<file path="src/hdl/hbp_pkg.sv">
// Shared types and constants for the Huffman bit packer.
`timescale 1ns / 1ps

package hbp_pkg;

  localparam int NUM_SYMBOLS  = 256;
  localparam int MAX_CODE_LEN = 32;
  localparam int SYM_W        = 8;
  localparam int CODE_W       = 32;
  localparam int LEN_W        = 6;
  localparam int BYTE_W       = 8;
  localparam int PEND_W       = BYTE_W - 1;
  localparam int CNT_W        = 3;
  localparam int ACC_W        = PEND_W + CODE_W;
  localparam int MAX_RESULTS  = ACC_W / BYTE_W;
  localparam int BUF_W        = MAX_RESULTS * BYTE_W;
  localparam int BUF_CNT_W    = $clog2(MAX_RESULTS + 1);
  localparam int IDX_W        = (NUM_SYMBOLS > 1) ? $clog2(NUM_SYMBOLS) : 1;
  localparam int LEN_LIMIT    = (MAX_CODE_LEN < CODE_W) ? MAX_CODE_LEN : CODE_W;

  localparam logic [1:0] FUNC_LOAD   = 2'd0;
  localparam logic [1:0] FUNC_ENCODE = 2'd1;
  localparam logic [1:0] FUNC_FLUSH  = 2'd2;

  typedef struct packed {
    logic [1:0]        func;
    logic [SYM_W-1:0]  symbol;
    logic [CODE_W-1:0] code_bits;
    logic [LEN_W-1:0]  code_length;
  } req_t;

  typedef struct packed {
    logic [BYTE_W-1:0] out_byte;
    logic              last_of_run;
    logic              status;
  } res_t;

  typedef struct packed {
    logic [CODE_W-1:0] code;
    logic [LEN_W-1:0]  length;
  } entry_t;

  typedef struct packed {
    logic [CODE_W-1:0] code;
    logic [LEN_W-1:0]  length;
    logic              hit;
  } lookup_t;

endpackage

</file>
<file path="src/hdl/hbp_packer.sv">
// Bit accumulator, byte packing and result buffer.
`timescale 1ns / 1ps

module hbp_packer
  import hbp_pkg::*;
(
  input  logic    clk,
  input  logic    rst,
  input  logic    take,
  input  logic    take_flush,
  input  lookup_t lookup,
  output logic    busy,
  output logic    res_valid,
  input  logic    res_stall,
  output res_t    res
);

  logic                 s1_valid;
  logic                 s1_flush;
  logic [PEND_W-1:0]    pending_bits;
  logic [CNT_W-1:0]     pending_count;
  logic [BUF_W-1:0]     buf_bytes;
  logic [BUF_CNT_W-1:0] buf_count;
  logic                 buf_err;

  logic [PEND_W-1:0]    pending_bits_next;
  logic [CNT_W-1:0]     pending_count_next;
  logic [BUF_W-1:0]     buf_bytes_next;
  logic [BUF_CNT_W-1:0] buf_count_next;
  logic                 buf_err_next;

  logic [ACC_W-1:0]     acc;
  logic [LEN_W-1:0]     total;
  logic [BUF_CNT_W-1:0] nbytes;
  logic                 res_take;
  logic                 s1_move;

  assign res_take = res_valid && !res_stall;
  assign s1_move  = s1_valid && ((buf_count == '0) ||
                    ((buf_count == BUF_CNT_W'(1)) && res_take));
  assign busy     = s1_valid && !s1_move;

  always_comb begin
    acc    = ACC_W'(pending_bits) | (ACC_W'(lookup.code) << pending_count);
    total  = LEN_W'(pending_count) + lookup.length;
    nbytes = BUF_CNT_W'(total[LEN_W-1:3]);

    pending_bits_next  = pending_bits;
    pending_count_next = pending_count;
    buf_bytes_next     = '0;
    buf_count_next     = '0;
    buf_err_next       = 1'b0;

    if (s1_flush) begin
      buf_bytes_next     = BUF_W'(pending_bits);
      buf_count_next     = (pending_count != '0) ? BUF_CNT_W'(1) : '0;
      pending_bits_next  = '0;
      pending_count_next = '0;
    end else if (!lookup.hit) begin
      buf_count_next = BUF_CNT_W'(1);
      buf_err_next   = 1'b1;
    end else begin
      buf_bytes_next     = acc[BUF_W-1:0];
      buf_count_next     = nbytes;
      pending_bits_next  = PEND_W'(acc >> {nbytes, 3'b000});
      pending_count_next = total[CNT_W-1:0];
    end
  end

  always_ff @(posedge clk) begin
    if (rst) begin
      s1_valid      <= 1'b0;
      pending_bits  <= '0;
      pending_count <= '0;
      buf_count     <= '0;
    end else begin
      if (take) begin
        s1_valid <= 1'b1;
      end else if (s1_move) begin
        s1_valid <= 1'b0;
      end
      if (s1_move) begin
        pending_bits  <= pending_bits_next;
        pending_count <= pending_count_next;
        buf_count     <= buf_count_next;
      end else if (res_take) begin
        buf_count <= buf_count - BUF_CNT_W'(1);
      end
    end
  end

  always_ff @(posedge clk) begin
    if (take) begin
      s1_flush <= take_flush;
    end
    if (s1_move) begin
      buf_bytes <= buf_bytes_next;
      buf_err   <= buf_err_next;
    end else if (res_take) begin
      buf_bytes <= buf_bytes >> BYTE_W;
    end
  end

  assign res_valid = (buf_count != '0);
  assign res = '{out_byte:    buf_bytes[BYTE_W-1:0],
                 last_of_run: (buf_count == BUF_CNT_W'(1)),
                 status:      buf_err};

endmodule

</file>
<file path="config.mk">
export PLATFORM = sky130hd
export DESIGN_NAME = hbp_packer
export DESIGN_NICKNAME = d
export VERILOG_FILES = /design/src/hdl/hbp_pkg.sv /design/src/hdl/hbp_packer.sv
export SDC_FILE = /design/constraint.sdc
export NUM_CORES = 1
export LEC_CHECK = 0
export BUFFER_PORTS_ARGS = -buffer_cell sky130_fd_sc_hd__buf_2
export CAP_MARGIN = 20
export CORE_MARGIN = 2
export CORE_UTILIZATION = 35
export DETAILED_ROUTE_END_ITERATION = 6
export GPL_TIMING_DRIVEN = 0
export SKIP_CTS_REPAIR_TIMING = 1
export SYNTH_ARGS = -nofsm -noshare
export SYNTH_HDL_FRONTEND = slang
export SYNTH_SLANG_ARGS = --single-unit
</file>
<file path="constraint.sdc">
create_clock -name clk -period 2.2 [get_ports clk]
set_input_delay 0.22 -clock clk [delete_from_list [all_inputs] [get_ports clk]]
set_output_delay 0.22 -clock clk [all_outputs]
set_load 0.02 [all_outputs]
</file>
==> results.ini, run 1 <==
[run_status]
status = finished with violations
violations = setup timing

[timing]
setup_viol = 7
final_hold_viol_count = 0
period_share_pct = 110
tightest_slew_ps = 713
skew_ps = 8.48
rsz0062_at_grt = yes
finalMaxSlewViolations = 0
period_minus_slack_ps = 2410
fmax_mhz = 415
max_slew_margin_pct = 51.9
worst_slack_ps = -211
whs_ps = 120

[clock_tree]
cts_num_sinks = 48
cts_tree = done
cts_root_buf = clkbuf_16
path_clk_slew_ps = 70
cts_buffer_depth = 2
cts_buffers = 5
insertion_delay_ps = 290
h-tree-depth = 2

[synthesis]
synth_commonest_cells = 57 x nand2_1, 38 x mux2i_1, 38 x nor2_1, 34 x edfxtp_1, 28 x o21ai_0
synthCells = 416
yosysMostFrequentCell = nand2_1
async_flop_share_pct = 0
yosys.area.top_type_share_pct = 25.7
synth_area_um2 = 3970
yosys.area.top_type = edfxtp_1
yosysWarningCount = 0
yosys.cell_types.count = 66
ys_ff_latch = 48
ys_top_cells_by_area = edfxtp_1 26%, mux2i_1 9.6%, dfxtp_1 7.1%
synth_edf_count = 34
yosysSeqAreaShare_pct = 32.8
syn-num-nets = 467
avgSynthCellArea_um2 = 9.55
synth-main-ff-cell = edfxtp_1

[detailed_routing]
drt-wirelength-per-cell_um = 19.8
num_vias = 3641
wl_mm = 12.5
ant_nets = 0
dr.pass1.iters = 5
via_per_inst = 5.76
drt-initial-drc-count = 260
drc = 0

[power_and_ir_drop]
leakage_nw = 1.96
power_mw = 4.42
power_density_nw_per_um2 = 888
peakVddDrop_v = 0.000507

[job]
drv_cap = 0

[worst_setup_path]
path_max_fanout = 5
critical_path.max_stage_delay_ps = 430
cp.required_ps = 2390
critical-path-slowest-cell = fa_2
reg2reg_depth = 8
arrival_ps = 2600
critPathLaunchType = flip-flop
reg2reg_to = pending_bits[6]
end_kind = flip-flop
path_class = flip-flop to flip-flop
crit-reg2reg-launch = pending_count[0]
crit_chain = ha_4, fa_2, a21o_4, a32o_2, mux4_2, a221o_1, a21oi_2, nor3_1
ff2ff_setup_slack_ps = -210

[floorplan]
fp-row-count = 38
core_area_um2 = 10900
start_util_pct = 36.3
fp.dieW_um = 111
die-area_um2 = 12200
fp.dieH_um = 111
ios = 56

[placed_design]
placed_cell_area_um2 = 4440
dpl.hpwl_mm = 9.62
port_buffers = 54
place_congestion = 0.936
place_inst = 610

[grt]
grt_max_degree = 33
grt_pass1_wl_mm = 19.1
grt_pass1_vias = 3380
grt-ovfl-total = 0
track_usage_pct = 19.5
antenna_found_initial = 0

[layout]
multi_input_area_um2 = 2580
drive_gt1_share_pct = 37.2
regArea_um2 = 1310
fin_nets = 542
areaGrowthSynthToFinish_pct = 25.4
fin_util_pct = 45.6
final_cells = 632
fillers = 1079
antenna_cells = 0
stdcell_area_um2 = 4980

[hold_path]
hold_end = s1_flush
holdCritStartpoint = take_flush
hold_class = input pin to flip-flop
hold_path_depth = 1

## report_power, final
group	internal [mW]	switching, mW
registers	1.49	0.114
clock network	0.535	0.348
logic	0.773	1.16
## sequential cells by signal (all words and copies together), names as in the netlist
| name | cells |
|---|---|
| buf_bytes | 32 |
| pending_bits | 7 |
| buf_count | 3 |
| pending_count | 3 |
| buf_err | 1 |
| s1_flush | 1 |
| s1_valid | 1 |
## worst max-delay path, delay by kind of cell (launching register included)
family | cells | cell delay (ps)
adders and majority gates | 2 | 590
DFF | 1 | 340
AOI/OAI and AO/OA | 4 | 980
muxes | 1 | 350
and+or+nand+nor | 1 | 50
## cell families after synthesis
group / after synthesis / synth area share, %
DFF: 48 / 32.8
adders and majority gates: 7 / 2.39
and+or+nand+nor: 134 / 14.9
muxes: 66 / 21.2
buffers and inverters: 48 / 8.47
AOI/OAI and AO/OA: 108 / 18.5
xor gates and xnor gates: 5 / 1.76
## layout make-up
cell class                      instances  area share (%)
Multi-Input combinational cell        320            51.7
Sequential cell                        48            26.2
Timing Repair Buffer                   70            8.21
Buffer                                 37            6.28
Tap cell                              140            3.51
Clock buffer                            5            2.51
Clock inverter                          3           0.854
Inverter                                9           0.703
## metal layers
layer	vias to the layer above	routed length, um	track usage [%]
met4	0	255	4.08
met2	166	5570	30.3
met5	-	0	0
met1	1748	5820	28.8
li1	1703	-	-
met3	24	880	2.58
## worst max path at each step
stage	from	endpoint	slack (ps)	cells after the start
2_1_floorplan	pending_count[0]	pending_bits[5]	-60	9
3_3_place_gp	buf_count[0]	buf_bytes[30]	-450	5
3_5_place_dp	buf_count[0]	buf_bytes[30]	-440	5
4_1_cts	buf_count[0]	buf_bytes[30]	-450	5
5_1_grt	pending_count[0]	pending_bits[4]	-260	8
6_report	pending_count[0]	pending_bits[6]	-210	8
## metrics by stage
step	setup TNS, ps	setup slack (ps)
floorplan	-82.2	-58.8
global placement	-19000	-448
detailed placement	-19120	-441
CTS	-19950	-455
global route	-1690	-263
finish	-1190	-211
## placed cells by master, fill, tap and decap left out, types with 6 or more instances in the layout
cell type,Yosys,layout
a21oi_1,24,23
a22o_1,7,7
a22oi_1,9,8
buf_2,4,56
buf_4,10,23
buf_6,7,10
clkbuf_2,0,6
dfxtp_1,14,11
edfxtp_1,34,34
inv_1,7,7
mux2_2,16,15
mux2i_1,38,32
mux4_2,9,9
nand2_1,57,55
nand3_1,8,6
nor2_1,38,32
nor2b_1,6,6
nor3_1,7,6
o21ai_0,28,24
(Power assumes the default switching activity.)
==> run 2: changes to the inputs <==
- SETUP_SLACK_MARGIN: default -> 0.5
==> run 2 against run 1 <==
Net effect: the flow still finishes with violations (setup timing); hold slack worse by 15 ps; sequential power hardly changed; sequential cell count unchanged.
==> results.ini, run 2 (synthesized netlist as in run 1, its figures left out) <==
[run_status]
status = finished with violations
violations = setup timing

[timing]
final_hold_viol_count = 0  ; unchanged
period_share_pct = 106  ; -3.1 points
setup_viol = 7  ; unchanged
fmax_mhz = 427  ; +3.0%
skew_ps = 11.3  ; +2.78 ps
max_slew_margin_pct = 53.7  ; +1.8 points
tightest_slew_ps = 693  ; -20.6 ps
whs_ps = 105  ; -14.7 ps
finalMaxSlewViolations = 0  ; unchanged
period_minus_slack_ps = 2340  ; -69.2 ps
rsz0062_at_grt = yes
worst_slack_ps = -141  ; +69.2 ps

[worst_setup_path]
path_class = flip-flop to flip-flop
startpoint = pending_count[0]
arrival_ps = 2530  ; -70 ps
end_kind = flip-flop
cp.required_ps = 2390  ; about the same
crit-reg2reg-launch = pending_count[0]
path_max_fanout = 10  ; +5
critPathLaunchType = flip-flop

[floorplan]
fp.dieH_um = 111  ; unchanged
fp.dieW_um = 111  ; unchanged
fp-row-count = 38  ; unchanged
start_util_pct = 36.3  ; unchanged
die-area_um2 = 12200  ; unchanged
core_area_um2 = 10900  ; unchanged
ios = 56  ; unchanged

[placed_design]
place_ws_ps = -286  ; +155 ps
place_congestion = 0.973  ; +4.0%
placed_cell_area_um2 = 4570  ; +2.9%
port_buffers = 54  ; unchanged
dpl.hpwl_mm = 9.76  ; +1.5%

[detailed_routing]
wl_mm = 13.6  ; +8.5%
drt-initial-drc-count = 237  ; -8.8%
drt-wirelength-per-cell_um = 20.4  ; +2.7%
num_vias = 3794  ; +4.2%
ant_nets = 0  ; unchanged
via_per_inst = 5.68  ; -1.4%
dr.pass1.iters = 5  ; unchanged
drc = 0  ; unchanged

[hold_path]
hold_class = input pin to flip-flop
holdCritStartpoint = take_flush

[clock_tree]
cts_tree = done
cts_buffer_depth = 2  ; unchanged
cts_root_buf = clkbuf_16
path_clk_slew_ps = 70  ; about the same
cts_num_sinks = 48  ; unchanged
h-tree-depth = 2  ; unchanged
cts_buffers = 5  ; unchanged
insertion_delay_ps = 300  ; about the same

[power_and_ir_drop]
combPwrFrac_pct = 52.3  ; +8.5 points
seqPwrFrac_pct = 32.1  ; -4.1 points
peakVddDrop_v = 0.000635  ; +25%
switching_share_pct = 38.0  ; +1.2 points
power_density_nw_per_um2 = 878  ; -1.1%
p_sw_mw = 1.93  ; +18%
leakage_nw = 2.26  ; +16%
clockPowerShare_pct = 15.6  ; -4.4 points
intPower_mw = 3.14  ; +12%

[layout]
layout_common_cells = 55 x buf_2, 49 x nand2_1, 42 x buf_4
fin_nets = 578  ; +6.6%
antenna_cells = 0  ; unchanged
drive_gt1_share_pct = 49.1  ; +12 points
areaGrowthSynthToFinish_pct = 45.1
final_common_cell = buf_2
reg.largest.list = buf_bytes: 32 flops, pending_bits: 7 flops
top_register = buf_bytes
fillers = 987  ; -8.5%
multi_input_area_um2 = 2880  ; +12%
largest_reg_flops = 32  ; unchanged
regArea_um2 = 1310  ; +0.38%
stdcell_area_um2 = 5760  ; +16%

[job]
drv_cap = 0  ; unchanged

[grt]
grt_pass1_wl_mm = 19.5  ; +1.8%
grt_util_met3_pct = 3.13  ; +0.55 points
top_usage_layer = met2
grt-ovfl-total = 0  ; unchanged
met1_usage_pct = 29.3  ; +0.49 points
track_usage_pct = 20.4  ; +0.93 points
grt_use_met2_pct = 31.7  ; +1.3 points
antenna_found_initial = 0  ; unchanged
grt_max_degree = 33  ; unchanged
grt_pass1_vias = 3486  ; +3.1%

==> run 2: cell types whose count changed in the layout (fill, tap and decap cells not counted), sizes merged <==
cell / change
buf: +33
nand2: +3
bufinv: -1
inv: +1
==> run 2: path summary, 6_finish.rpt <==
path / cells past startpoint / to / slack [ps]
worst max-delay path: 9 / pending_bits[5] / -140
worst min-delay path: 1 / s1_flush / 110
worst max register to register: 9 / pending_bits[5] / -140
worst min register to register: 2 / pending_bits[5] / 510
==> run 2: cell type report <==
cell class / instances / share of cell area (%)
plain buffers: 39 / 7.73
clock buffers: 5 / 2.17
clock inverters: 3 / 0.304
inverters: 9 / 0.695
multi-input cells: 323 / 50.0
flip-flops and latches: 48 / 22.8
well taps: 140 / 3.04
repair buffers: 101 / 13.3
==> run 2: per-stage QoR <==
stage | setup TNS, ps | instances | total power [mW] | utilization, %
3_3_place_gp | -1510 | 610 | 3.45 | 41.8
2_1_floorplan | 0 | 416 | 2.93 | -
4_1_cts | -1490 | 618 | 4.25 | 43.1
5_1_grt | -1170 | 668 | 5.32 | 52.7
6_report | -697 | 668 | 5.06 | 52.7
3_5_place_dp | -1390 | 610 | 3.47 | 41.8
==> run 2: critical path: stages (launching register included) <==
cell	delay (ps)
dfxtp_2	340
ha_4	160
fa_2	370
a21o_4	220
a32o_2	270
clkbuf_8	190
clkbuf_8	180
o311ai_2	240
a31o_2	200
nand3_1	50
==> run 2: per-layer routing <==
layer	vias up	share of wire (%)	routed length, um
met5	-	0	0
met4	0	2.5	345
met3	26	6.2	846
met2	163	46	6300
met1	1827	45	6100
li1	1778	-	-
==> run 2: power groups by stage <==
stage	clock network (mW)	logic [mW]	registers [mW]
global route	0.832	2.83	1.66
finish	0.791	2.65	1.62
global placement	0	1.83	1.62
floorplan	0	1.34	1.59
CTS	0.793	1.85	1.61
detailed placement	0	1.85	1.63
